<file path="src/rtl/core/assert_macros.svh">
// Assertion helpers shared by the core modules.
// Each macro expects clk and rst_n in scope.
`ifndef ASSERT_MACROS_SVH
`define ASSERT_MACROS_SVH

// The condition holds at every clock edge outside reset.
`define CMET_ASSERT(label, cond) \
    label: assert property (@(posedge clk) disable iff (!rst_n) (cond)) \
        else $error("assertion failed");

// When ante holds, cons holds in the same cycle.
`define CMET_ASSERT_IMPL(label, ante, cons) \
    label: assert property (@(posedge clk) disable iff (!rst_n) (ante) |-> (cons)) \
        else $error("assertion failed");

// When ante holds, cons holds in the next cycle.
`define CMET_ASSERT_NEXT(label, ante, cons) \
    label: assert property (@(posedge clk) disable iff (!rst_n) (ante) |=> (cons)) \
        else $error("assertion failed");

`endif

</file>
<file path="src/rtl/core/cmet_pkg.sv">
// ----------------------------------------------------------------------------
// cmet_pkg
// Types, constants and fixed-point helpers of the matrix exponential core.
// ----------------------------------------------------------------------------
package cmet_pkg;

    localparam int IDX_W   = 3;
    localparam int ORD_W   = 5;
    localparam int ENTRY_W = 18;
    localparam int SCALE_W = 17;
    localparam int TERM_W  = 32;
    localparam int H_W     = 28;
    localparam int ACC_W   = 64;
    localparam int PROD_W  = 66;
    localparam int AR_W    = 40;
    localparam int SC_W    = 68;
    localparam int RECIP_W = 25;

    typedef enum logic [4:0] {
        OP_NONE,
        OP_LOAD,
        OP_START,
        OP_HS_RD,
        OP_HS_RE,
        OP_HS_IM,
        OP_HS_WR,
        OP_CLR,
        OP_M_RD,
        OP_P0,
        OP_P1,
        OP_P2,
        OP_P3,
        OP_KEND,
        OP_RND,
        OP_SL_RE,
        OP_SH_RE,
        OP_SA_RE,
        OP_SL_IM,
        OP_SH_IM,
        OP_SA_IM,
        OP_WR,
        OP_O_RD,
        OP_O_LD
    } dp_op_t;

    typedef struct packed {
        dp_op_t             op;
        logic [IDX_W-1:0]   i;
        logic [IDX_W-1:0]   j;
        logic [IDX_W-1:0]   k;
        logic [ORD_W-1:0]   order;
    } cmd_t;

    typedef struct packed {
        logic kind;
        logic scale_zero;
    } status_t;

    // floor((2^24 + n/2) / n), the Q1.24 reciprocal of the series order
    function automatic logic [RECIP_W-1:0] recip_of(input logic [ORD_W-1:0] n);
        logic [RECIP_W-1:0] r;
        case (n)
            5'd1:    r = 25'd16777216;
            5'd2:    r = 25'd8388608;
            5'd3:    r = 25'd5592405;
            5'd4:    r = 25'd4194304;
            5'd5:    r = 25'd3355443;
            5'd6:    r = 25'd2796203;
            5'd7:    r = 25'd2396745;
            5'd8:    r = 25'd2097152;
            5'd9:    r = 25'd1864135;
            5'd10:   r = 25'd1677722;
            5'd11:   r = 25'd1525201;
            5'd12:   r = 25'd1398101;
            5'd13:   r = 25'd1290555;
            5'd14:   r = 25'd1198373;
            5'd15:   r = 25'd1118481;
            5'd16:   r = 25'd1048576;
            5'd17:   r = 25'd986895;
            5'd18:   r = 25'd932068;
            5'd19:   r = 25'd883011;
            5'd20:   r = 25'd838861;
            5'd21:   r = 25'd798915;
            5'd22:   r = 25'd762601;
            5'd23:   r = 25'd729444;
            5'd24:   r = 25'd699051;
            default: r = '0;
        endcase
        return r;
    endfunction

    function automatic logic signed [TERM_W-1:0] sat32(input logic signed [44:0] v);
        logic signed [TERM_W-1:0] r;
        if (v > 45'sd2147483647)
            r = 32'sh7fffffff;
        else if (v < -45'sd2147483648)
            r = 32'sh80000000;
        else
            r = v[TERM_W-1:0];
        return r;
    endfunction

    function automatic logic signed [ENTRY_W-1:0] sat18(input logic signed [24:0] v);
        logic signed [ENTRY_W-1:0] r;
        if (v > 25'sd131071)
            r = 18'sd131071;
        else if (v < -25'sd131072)
            r = -18'sd131072;
        else
            r = v[ENTRY_W-1:0];
        return r;
    endfunction

endpackage

</file>
<file path="src/rtl/core/cmet_ctrl.sv">
// ----------------------------------------------------------------------------
// cmet_ctrl
// Sequencer: walks orders, elements and the inner product, issues commands.
// ----------------------------------------------------------------------------
`include "assert_macros.svh"

module cmet_ctrl #(
    parameter int MATRIX_SIZE  = 6,
    parameter int TAYLOR_ORDER = 15
) (
    input  logic              clk,
    input  logic              rst_n,
    input  logic              item_valid,
    output logic              item_ready,
    output logic              result_valid,
    input  logic              result_ready,
    input  cmet_pkg::status_t status,
    output cmet_pkg::cmd_t    cmd
);
    import cmet_pkg::*;

    localparam logic [IDX_W-1:0] LAST    = IDX_W'(MATRIX_SIZE - 1);
    localparam logic [ORD_W-1:0] ORD_MAX = ORD_W'(TAYLOR_ORDER);

    typedef enum logic [22:0] {
        S_IDLE  = 23'h000001,
        S_HS_RD = 23'h000002,
        S_HS_RE = 23'h000004,
        S_HS_IM = 23'h000008,
        S_HS_WR = 23'h000010,
        S_CLR   = 23'h000020,
        S_M_RD  = 23'h000040,
        S_P0    = 23'h000080,
        S_P1    = 23'h000100,
        S_P2    = 23'h000200,
        S_P3    = 23'h000400,
        S_KEND  = 23'h000800,
        S_RND   = 23'h001000,
        S_SL_RE = 23'h002000,
        S_SH_RE = 23'h004000,
        S_SA_RE = 23'h008000,
        S_SL_IM = 23'h010000,
        S_SH_IM = 23'h020000,
        S_SA_IM = 23'h040000,
        S_WR    = 23'h080000,
        S_O_RD  = 23'h100000,
        S_O_LD  = 23'h200000,
        S_O_VAL = 23'h400000
    } state_t;

    state_t           state_reg, state_next;
    logic [IDX_W-1:0] i_reg, i_next, j_reg, j_next, k_reg, k_next;
    logic [ORD_W-1:0] order_reg, order_next;
    logic             last_elem;
    logic [IDX_W-1:0] i_adv, j_adv;

    assign last_elem    = (i_reg == LAST) && (j_reg == LAST);
    assign item_ready   = (state_reg == S_IDLE);
    assign result_valid = (state_reg == S_O_VAL);

    // row-major step to the next element
    always_comb
    begin
        if (j_reg == LAST)
        begin
            j_adv = '0;
            i_adv = i_reg + 1'b1;
        end
        else
        begin
            j_adv = j_reg + 1'b1;
            i_adv = i_reg;
        end
    end

    always_comb
    begin
        state_next = state_reg;
        i_next     = i_reg;
        j_next     = j_reg;
        k_next     = k_reg;
        order_next = order_reg;
        cmd.op     = OP_NONE;
        cmd.i      = i_reg;
        cmd.j      = j_reg;
        cmd.k      = k_reg;
        cmd.order  = order_reg;
        case (state_reg)
            S_IDLE:
            begin
                if (item_valid)
                begin
                    i_next = '0;
                    j_next = '0;
                    if (!status.kind)
                        cmd.op = OP_LOAD;
                    else
                    begin
                        cmd.op     = OP_START;
                        state_next = status.scale_zero ? S_O_RD : S_HS_RD;
                    end
                end
            end
            S_HS_RD:
            begin
                cmd.op     = OP_HS_RD;
                state_next = S_HS_RE;
            end
            S_HS_RE:
            begin
                cmd.op     = OP_HS_RE;
                state_next = S_HS_IM;
            end
            S_HS_IM:
            begin
                cmd.op     = OP_HS_IM;
                state_next = S_HS_WR;
            end
            S_HS_WR:
            begin
                cmd.op = OP_HS_WR;
                if (last_elem)
                begin
                    i_next     = '0;
                    j_next     = '0;
                    order_next = ORD_W'(1);
                    state_next = S_CLR;
                end
                else
                begin
                    i_next     = i_adv;
                    j_next     = j_adv;
                    state_next = S_HS_RD;
                end
            end
            S_CLR:
            begin
                cmd.op     = OP_CLR;
                k_next     = '0;
                state_next = S_M_RD;
            end
            S_M_RD:
            begin
                cmd.op     = OP_M_RD;
                state_next = S_P0;
            end
            S_P0:
            begin
                cmd.op     = OP_P0;
                state_next = S_P1;
            end
            S_P1:
            begin
                cmd.op     = OP_P1;
                state_next = S_P2;
            end
            S_P2:
            begin
                cmd.op     = OP_P2;
                state_next = S_P3;
            end
            S_P3:
            begin
                cmd.op     = OP_P3;
                state_next = S_KEND;
            end
            S_KEND:
            begin
                cmd.op = OP_KEND;
                if (k_reg == LAST)
                    state_next = S_RND;
                else
                begin
                    k_next     = k_reg + 1'b1;
                    state_next = S_M_RD;
                end
            end
            S_RND:
            begin
                cmd.op     = OP_RND;
                state_next = S_SL_RE;
            end
            S_SL_RE:
            begin
                cmd.op     = OP_SL_RE;
                state_next = S_SH_RE;
            end
            S_SH_RE:
            begin
                cmd.op     = OP_SH_RE;
                state_next = S_SA_RE;
            end
            S_SA_RE:
            begin
                cmd.op     = OP_SA_RE;
                state_next = S_SL_IM;
            end
            S_SL_IM:
            begin
                cmd.op     = OP_SL_IM;
                state_next = S_SH_IM;
            end
            S_SH_IM:
            begin
                cmd.op     = OP_SH_IM;
                state_next = S_SA_IM;
            end
            S_SA_IM:
            begin
                cmd.op     = OP_SA_IM;
                state_next = S_WR;
            end
            S_WR:
            begin
                cmd.op = OP_WR;
                if (last_elem)
                begin
                    i_next = '0;
                    j_next = '0;
                    if (order_reg == ORD_MAX)
                    begin
                        order_next = '0;
                        state_next = S_O_RD;
                    end
                    else
                    begin
                        order_next = order_reg + 1'b1;
                        state_next = S_CLR;
                    end
                end
                else
                begin
                    i_next     = i_adv;
                    j_next     = j_adv;
                    state_next = S_CLR;
                end
            end
            S_O_RD:
            begin
                cmd.op     = OP_O_RD;
                state_next = S_O_LD;
            end
            S_O_LD:
            begin
                cmd.op     = OP_O_LD;
                state_next = S_O_VAL;
            end
            S_O_VAL:
            begin
                // hold the item until it is taken
                if (result_ready)
                begin
                    if (last_elem)
                        state_next = S_IDLE;
                    else
                    begin
                        i_next     = i_adv;
                        j_next     = j_adv;
                        state_next = S_O_RD;
                    end
                end
            end
            default:
            begin
                state_next = S_IDLE;
            end
        endcase
    end

    always_ff @(posedge clk or negedge rst_n)
    begin
        if (!rst_n)
        begin
            state_reg <= S_IDLE;
            i_reg     <= '0;
            j_reg     <= '0;
            k_reg     <= '0;
            order_reg <= '0;
        end
        else
        begin
            state_reg <= state_next;
            i_reg     <= i_next;
            j_reg     <= j_next;
            k_reg     <= k_next;
            order_reg <= order_next;
        end
    end

    `CMET_ASSERT(a_no_accept_while_showing, !(item_ready && result_valid))
    `CMET_ASSERT_IMPL(a_order_in_range, state_reg == S_M_RD, (order_reg != '0) && (order_reg <= ORD_MAX))
    `CMET_ASSERT_IMPL(a_k_in_range, state_reg == S_KEND, k_reg <= LAST)
    `CMET_ASSERT_NEXT(a_done_to_idle, (state_reg == S_O_VAL) && result_ready && last_elem, (state_reg == S_IDLE) && (order_reg == '0))

endmodule

</file>
<file path="config.mk">
export PLATFORM = sky130hd
export DESIGN_NAME = cmet_ctrl
export DESIGN_NICKNAME = d
export VERILOG_FILES = /design/src/rtl/core/cmet_pkg.sv /design/src/rtl/core/cmet_ctrl.sv
export VERILOG_INCLUDE_DIRS = /design/src /design/src/rtl/core
export SDC_FILE = /design/constraint.sdc
export NUM_CORES = 1
export LEC_CHECK = 0
export BUFFER_PORTS_ARGS = -buffer_cell sky130_fd_sc_hd__buf_4
export CORE_MARGIN = 5
export CORE_UTILIZATION = 58
export DETAILED_ROUTE_END_ITERATION = 7
export PLACE_DENSITY = 0.79
export SLEW_MARGIN = 0
export SYNTH_ARGS = -nofsm -noshare
export SYNTH_HDL_FRONTEND = slang
export SYNTH_SLANG_ARGS = --single-unit
</file>
<file path="constraint.sdc">
create_clock -name clk -period 2.86 [get_ports clk]
set_input_delay 0 -clock clk [delete_from_list [all_inputs] [get_ports clk]]
set_output_delay 0 -clock clk [all_outputs]
set_load 0.02 [all_outputs]
</file>
-- Word-level counts from Yosys, hierarchy flattened
Index checks and enable logic that the tools add are counted.
- register bits after elaboration: 37
- bits in latches: 0
- bits in writable memories: 0
- ROM bits: 0
- input port bits: 6
- word-level logic and storage cells: 82
- memories kept: 0
- add/sub/neg operators: 4
- multiply operators: 0
- div/mod/pow operators: 0
- $lt $le $gt $ge: 0
- eq/ne operators: 34
- shift-type cells: 0
- mux-type cells: 30
- bitwise operators: 0
- reductions and logical operators: 9
- operator list (cell ; count):
    case mux 23 bit (23 select lines) ; 1
    case mux 5 bit (22 select lines) ; 1
    2-to-1 mux 23 bit ; 4
    2-to-1 mux 21 bit ; 3
    2-to-1 mux 3 bit ; 10
    equality test 23 x 1 -> 1 bit, second input constant ; 1
    equality test 23 x 10 -> 1 bit, second input constant ; 1
    equality test 23 x 11 -> 1 bit, second input constant ; 1
    equality test 23 x 12 -> 1 bit, second input constant ; 1
    equality test 23 x 13 -> 1 bit, second input constant ; 1
    equality test 23 x 14 -> 1 bit, second input constant ; 1
    equality test 23 x 15 -> 1 bit, second input constant ; 1
    equality test 23 x 16 -> 1 bit, second input constant ; 1
    equality test 23 x 17 -> 1 bit, second input constant ; 1
    equality test 23 x 18 -> 1 bit, second input constant ; 1
    equality test 23 x 19 -> 1 bit, second input constant ; 1
    equality test 23 x 2 -> 1 bit, second input constant ; 1
    equality test 23 x 20 -> 1 bit, second input constant ; 1
    equality test 23 x 21 -> 1 bit, second input constant ; 1
    equality test 23 x 22 -> 1 bit, second input constant ; 1
    equality test 23 bit, second input constant ; 1
    equality test 23 x 3 -> 1 bit, second input constant ; 1
    equality test 23 x 4 -> 1 bit, second input constant ; 1
    equality test 23 x 5 -> 1 bit, second input constant ; 1
    other kinds (24) ; 39

-- Logic depth before layout (Yosys ltp)
Gate-level depths: netlist (run 1).
- depth after elaboration: 5
- depth in mapped cells: 9

-- Worst setup path before layout (run 1)
No wires, ideal clock.
- path type: register -> output
- from: register state_reg[19]
- to: output cmd[14] in the netlist's numbering
- data arrival time: 2.600 ns
- data required time: 2.860 ns
- setup slack: 0.260 ns
- stages on the path, launching flop included: 9
- buffers on the path: 2
- path through: dfrtp_1 buf_6 or4_4 buf_6 or4_4 or4_4 o311ai_2 nor3_1 nand4_1
- RTL lines (item ; line ; text):
    start, declared ; cmet_ctrl.sv:51 ; state_t state_reg, state_next;
    start signal, assigned ; cmet_ctrl.sv:282 ; state_reg <= state_next;
    end, declared ; cmet_ctrl.sv:18 ; output cmet_pkg::cmd_t cmd

==> results of run 1 <==
path summary, 6_finish.rpt:
check                              start            end  slack (ns)  depth (start not counted)
hold reg to reg            state_reg[19]  state_reg[19]        0.51                          1
setup / recovery           state_reg[16]        cmd[14]       -0.02                          7
min in group asynchronous          rst_n  state_reg[15]        0.21                          2
setup reg to reg           state_reg[16]       i_reg[1]        0.05                          7
max in group asynchronous          rst_n  state_reg[12]        2.30                          2
hold / removal                 status[0]   state_reg[1]        0.03                          3
cell usage after synthesis (all sizes together), types with 2 or more instances:
| library cell | number |
|---|---|
| a22oi | 2 |
| xnor2 | 6 |
| dfrtp | 36 |
| buf | 5 |
| nor2 | 19 |
| and4 | 4 |
| or2 | 4 |
| clkbuf | 7 |
| and2 | 5 |
| nand4 | 8 |
| and3 | 5 |
| nor3b | 7 |
| nand2b | 6 |
| a21oi | 7 |
| o21ai | 19 |
| o22a | 2 |
| inv | 9 |
| nor3 | 11 |
| nor4b | 6 |
| nor2b | 2 |
| nand3b | 2 |
| or4 | 7 |
| ha | 5 |
| nor4 | 15 |
| nand3 | 14 |
| a21o | 2 |
| xor2 | 3 |
| nand2 | 18 |
cell type report:
class                           count  area (µm²)
Multi-Input combinational cell    198        1330
Fill cell                         303        1210
Sequential cell                    37         930
Timing Repair Buffer               39         295
Clock buffer                        6        72.6
Tap cell                           50        62.6
Inverter                            9        33.8
Clock inverter                      2        10.0
metal layers:
metal,GRT usage,vias up,share of wire
met5,0,-,0
met4,0.103,0,0.036
met3,0.0575,30,0.079
met2,0.357,125,0.47
met1,0.335,1059,0.42
li1,-,1027,-
layout by cell type, fill, tap and decap left out, types with 2 or more instances in the layout:
cell / synthesis / final
a21o_1: 2 / 2
a21oi_1: 7 / 7
a22oi_1: 2 / 2
and2_1: 4 / 4
and3_1: 5 / 5
and4_1: 4 / 4
buf_4: 0 / 38
clkbuf_8: 0 / 5
clkinv_2: 0 / 2
dfrtp_1: 36 / 34
dfrtp_2: 0 / 2
ha_1: 5 / 5
inv_1: 8 / 8
nand2_1: 18 / 18
nand2b_1: 6 / 6
nand3_1: 14 / 14
nand3b_1: 2 / 2
nand4_1: 8 / 8
nor2_1: 19 / 19
nor2b_1: 2 / 2
nor3_1: 11 / 11
nor3b_1: 7 / 7
nor4_1: 12 / 9
nor4_2: 2 / 5
nor4b_1: 6 / 5
o21ai_0: 12 / 12
o21ai_1: 7 / 7
o22a_1: 2 / 2
or2_2: 3 / 3
or4_1: 3 / 2
or4_4: 4 / 5
xnor2_1: 6 / 6
xor2_1: 3 / 3
critical path, stage by stage (launching register included):
cell and delay, ns:
dfrtp_1 0.41, or4_4 0.55, or4_4 0.53, or4_4 0.53, o311ai_2 0.23, nor3_1 0.08
nand4_1 0.11, buf_4 0.14
logic make-up (layout without fill, tap and decap cells):
group | count (synthesis) | in the layout | share of synthesized area
DFF | 37 | 37 | 0.399
and+or+nand+nor | 137 | 137 | 0.357
xor gates and xnor gates | 9 | 9 | 0.0339
muxes | 1 | 1 | 0.00484
AOI/OAI and AO/OA | 46 | 46 | 0.131
buffers and inverters | 21 | 56 | 0.0474
adders and majority gates | 5 | 5 | 0.0269
timing repair:
action	CTS	global route
hold buffers	1	0
setup endpoints to repair	2	5
endpoints found under the hold margin	36	0
buffers inserted	2	3
pin swaps	1	0
gates cloned	0	0
resized for setup	1	8
stage by stage:
step | TNS [ns] | worst slack (ns) | hold slack (ns) | util
finish | -0.0167 | -0.0167 | 0.0265 | 0.692
global route | -0.117 | -0.0758 | 0.0203 | 0.692
CTS | -0.0212 | -0.0212 | 0.0215 | 0.677
detailed placement | 0 | 0.204 | -0.00623 | 0.649
global placement | 0 | 0.200 | -0.0178 | 0.649
floorplan | 0 | 0.260 | -0.296 | -
report_power, final:
| group | internal [µW] | leakage, µW | switching, µW |
|---|---|---|---|
| combinational | 254 | 0.000682 | 422 |
| sequential | 552 | 0.000509 | 35.1 |
| clock | 169 | 0.0000450 | 182 |
==> metrics, run 1 <==
status=complete, but fails checks; failing checks=setup timing; first-pass GRT wire length=9.91 mm; Synth Flop Type=dfrtp_1; Hold Fails Final Rpt=0; Starting Density=0.590; Critical Path AT=2.88 ns; Max VDD drop=0.366 mV; Port-buffer cells=26; DR iter-0 viols=351; clk root buf=clkbuf_8; Clock Skew=0.00464 ns; FP Rows=23; Critical Path RT=2.86 ns; sequential fraction of the synthesis area=0.399; IO Pins=27; unrepaired setup endpoints after global routing=yes; Mapped Nets=267; gpl congestion=0.972; Worst slew margin=0.656; Yosys top cell by area=dfrtp_1; Clock Path Buffers=2; Syn-to-layout area delta=17.4%; number of global-route vias before repair=2,123; Finish-stage setup viols=1; global route overflow=0; TritonCTS Buffers=5; number of synthesized register bits=37; MaxCap Viol Count=0; Antenna Nets Post-Route=0; CP max FO=3; Worst Slack Setup Final=-0.0167 ns; Max Fclk=348 MHz; die area=5370 µm²; max-slew violation count=0; crit end category=output pin; chip height=73.3 µm; die width=73.3 µm; Slew @ Worst Pin=0.512 ns; ys async rst share=1.00; synth unique cells=56; initial antenna violation count=0; clk slew on worst S/H paths=0.07 ns; nets=301; dpl hpwl=4.39 mm; Critical Setup Path Class=register to output pin; TritonCTS Sinks=37; Tmin final=2.88 ns; max reg flops=23; Residual DRC=0; Core Area=3940 µm²; Leak=0.00124 µW; WL/cell=17.7 µm; Power, Total=1610 µW; CTS tree=built; HP Class=primary input to register; Vias/cell=6.57; Placed Area=2560 µm²; via count=2,241; Total Routing Usage GR=0.240; Ant. Diodes=0; Final period util=1.01; Mapped Cells=256; Post-Syn Area=2320 µm²; TritonRoute pass-1 iters=5; largest net degree at the start of global routing=38; Mean Syn Cell Area=9.08 µm²; Synth warnings=0; fin area=2730 µm²; Clock Latency Late Sink=0.29 ns; ratio of cells with drive above 1 in the final layout=0.234; H-Tree Depth=2; number of flops mapped to enable cells by yosys=0; dpl cells=327; Synth area leaders=dfrtp_1, nor4_1, nor2_1; top cell type's share of synthesized area=0.388; crit start category=register; Non-Filler Instances=341; Power Density=592 nW/µm²; final wirelength=6.04 mm
(Power assumes the default switching activity.)
==> inputs of run 2 (changes only) <==
--- a/config.mk
+++ b/config.mk
@@ -8,9 +8,9 @@
 export LEC_CHECK = 0
 export BUFFER_PORTS_ARGS = -buffer_cell sky130_fd_sc_hd__buf_4
 export CORE_MARGIN = 5
-export CORE_UTILIZATION = 58
+export CORE_UTILIZATION = 53
 export DETAILED_ROUTE_END_ITERATION = 7
-export PLACE_DENSITY = 0.79
+export PLACE_DENSITY = 0.83
 export SLEW_MARGIN = 0
 export SYNTH_ARGS = -nofsm -noshare
 export SYNTH_HDL_FRONTEND = slang
==> constraint.sdc (replaced) <==
create_clock -name clk -period 2.5 [get_ports clk]
set_input_delay 0 -clock clk [delete_from_list [all_inputs] [get_ports clk]]
set_output_delay 0 -clock clk [all_outputs]
set_load 0.02 [all_outputs]
==> run 2 against run 1 <==
Effect of this change:
- the flow still finishes with violations (setup timing)
- sequential share of layout area is 6.1 points lower
- via count is 19% higher
- count of clock-buffer cells in the layout is 1 higher
==> metrics, run 2 (synthesis gave the netlist of run 1 again) <==
Ant. Diodes=0 (unchanged); CP max FO=3 (unchanged); number of global-route vias before repair=2,326 (was 2,123); clock network fraction of design power=0.195 (was 0.218); clk slew on worst S/H paths=0.07 ns (about the same); via count=2,656 (was 2,241); Max Fclk=345 MHz; H-Tree Depth=2 (unchanged); Leak=0.00152 µW (was 0.00124 µW); Crit. Startpoint=state_reg[18] (was state_reg[16]); nets=344 (was 301); Critical Setup Path Class=register to output pin (unchanged); global route overflow=0 (unchanged); end point of the critical path=cmd[14] (unchanged); Tmin final=2.89 ns; Final period util=1.16; Finish-stage setup viols=12 (was 1); metal3 WL=739 µm (was 477 µm); clk root buf=clkbuf_8 (unchanged); Reg-to-Reg Start=state_reg[18] (was state_reg[16]); Starting Density=0.541 (was 0.590); Total Routing Usage GR=0.238 (was 0.240); WL/cell=21.2 µm (was 17.7 µm); Critical Path RT=2.50 ns (was 2.86 ns); final wirelength=8.20 mm (was 6.04 mm); Residual DRC=0 (unchanged); ratio of cells with drive above 1 in the final layout=0.416 (was 0.234); status=complete, but fails checks (unchanged); Worst R2R Path Depth=9 (was 7); Placed Area=2820 µm² (was 2560 µm²); crit start category=register (unchanged); final hold slack=0.0151 ns (was 0.0265 ns); Worst Slack Setup Final=-0.395 ns (was -0.0167 ns); Power Density=722 nW/µm² (was 592 nW/µm²); most common cell after layout, fill and taps aside=buf_4 (unchanged); first-pass GRT wire length=11.4 mm (was 9.91 mm); Util after Layout=0.772 (was 0.692); combinational power share=0.526 (was 0.419); HP Class=primary input to register (unchanged); Clock Latency Late Sink=0.30 ns (was 0.29 ns); failing checks=setup timing (unchanged); die area=5810 µm² (was 5370 µm²); most frequent cells in the layout=buf_4, dfrtp_1, nand2_1, nor2_1, nand3_1 (was buf_4, dfrtp_1, nor2_1); TritonCTS Buffers=5 (unchanged); max-slew violation count=0 (unchanged); Vias/cell=6.88 (was 6.57); switch share=0.402 (was 0.396); Internal Pwr Total=1430 µW (was 975 µW); Clock Skew=0.00699 ns (was 0.00464 ns); largest net degree at the start of global routing=38 (unchanged); R2R Setup Slk=-0.24 ns (was 0.05 ns); IO Pins=27 (unchanged); number of fill cells=250 (was 303); max reg flops=23 (unchanged); Critical Path AT=2.89 ns (was 2.88 ns); die width=76.2 µm (was 73.3 µm); Syn-to-layout area delta=42.5% (was 17.4%); DR WL met2=3.84 mm (was 2.82 mm); Clock Path Buffers=2 (unchanged); Top Layer Used=met4 (unchanged); Worst slew margin=0.644 (was 0.656); MaxCap Viol Count=0 (unchanged); initial antenna violation count=0 (unchanged); Core Area=4290 µm² (was 3940 µm²); CTS tree=built (unchanged); TritonCTS Sinks=37 (unchanged); fin area=3310 µm² (was 2730 µm²); unrepaired setup endpoints after global routing=yes (unchanged); P_sw=960 µW (was 639 µW); Seq pwr share=0.278 (was 0.363); Power, Total=2390 µW (was 1610 µW); Port-buffer cells=26 (unchanged); FP Rows=24 (was 23); chip height=76.2 µm (was 73.3 µm); Slew @ Worst Pin=0.526 ns (was 0.512 ns); DR iter-0 viols=323 (was 351); R2R Path End=i_reg[1] (unchanged); met1 WL=3.15 mm (was 2.52 mm); Max VDD drop=0.636 mV (was 0.366 mV); dpl hpwl=4.82 mm (was 4.39 mm); crit end category=output pin (unchanged); Hold Fails Final Rpt=0 (unchanged); Antenna Nets Post-Route=0 (unchanged); TritonRoute pass-1 iters=6 (was 5); gpl congestion=0.969 (was 0.972)
[run 2: cell count changes in the layout (fill, tap and decap cells not counted), moves of 4 or more]
cell    before  now
buf_4       38   73
buf_6        0    8
nor2_1      19   15
nor4_1       9    5
nor4_4       1    5
[run 2: final cells by class]
class | instances | area (µm²) | share of cell area
inverter | 9 | 33.8 | 0.0102
multi-input combinational | 198 | 1540 | 0.464
timing repair buffer | 82 | 648 | 0.196
tap | 52 | 65.1 | 0.0196
sequential | 37 | 927 | 0.280
clock inverter | 1 | 5.00 | 0.00151
clock buffer | 7 | 96.3 | 0.0291
[run 2: critical path, cell delays in order, from the launching register on]
cell and delay (ns):
dfrtp_1 0.38, or4_4 0.58, or4_4 0.56, or4_4 0.49
o311ai_4 0.24, nor3_2 0.08, nand4_1 0.11, buf_4 0.16
[run 2: power groups by stage]
| stage | clock, µW | sequential, µW | combinational (µW) |
|---|---|---|---|
| final | 467 | 665 | 1260 |
| after global routing | 498 | 668 | 1310 |
| after CTS | 464 | 659 | 968 |
| after detailed placement | 0 | 670 | 895 |
| after global placement | 0 | 670 | 882 |
| after floorplan | 0 | 660 | 521 |
[run 2: repair_timing]
item                                   4_1_cts  5_1_grt
endpoints found under the hold margin       36        0
pin swaps                                    9       21
setup buffers                                5        9
hold buffers                                 1        0
setup endpoints to repair                    8       13
gates cloned                                 0        0
resized for setup                           16       41
[run 2: layer usage]
metal,vias up,global-route usage
li1,1119,-
met1,1263,0.317
met2,206,0.396
met3,68,0.0437
met4,0,0.0682
met5,-,0
[run 2: worst min-delay path by stage]
stage | startpoint | endpoint | slack (ns) | cells after the start
floorplan | rst_n | i_reg[0] | -0.30 | 0
global placement | rst_n | state_reg[11] | -0.01 | 1
detailed placement | rst_n | k_reg[2] | -0.007 | 1
CTS | status[0] | state_reg[1] | 0.01 | 3
global route | status[0] | state_reg[1] | 0.03 | 3
finish | status[0] | state_reg[1] | 0.02 | 3
[run 2: metrics by stage]
stage	setup slack, ns	setup TNS [ns]	instances
3_5_place_dp	-0.0234	-0.0570	363
5_1_grt	-0.398	-2.88	386
4_1_cts	-0.225	-0.375	377
3_3_place_gp	-0.00206	-0.00206	363
6_report	-0.395	-1.82	386
2_1_floorplan	-0.0428	-0.0428	256
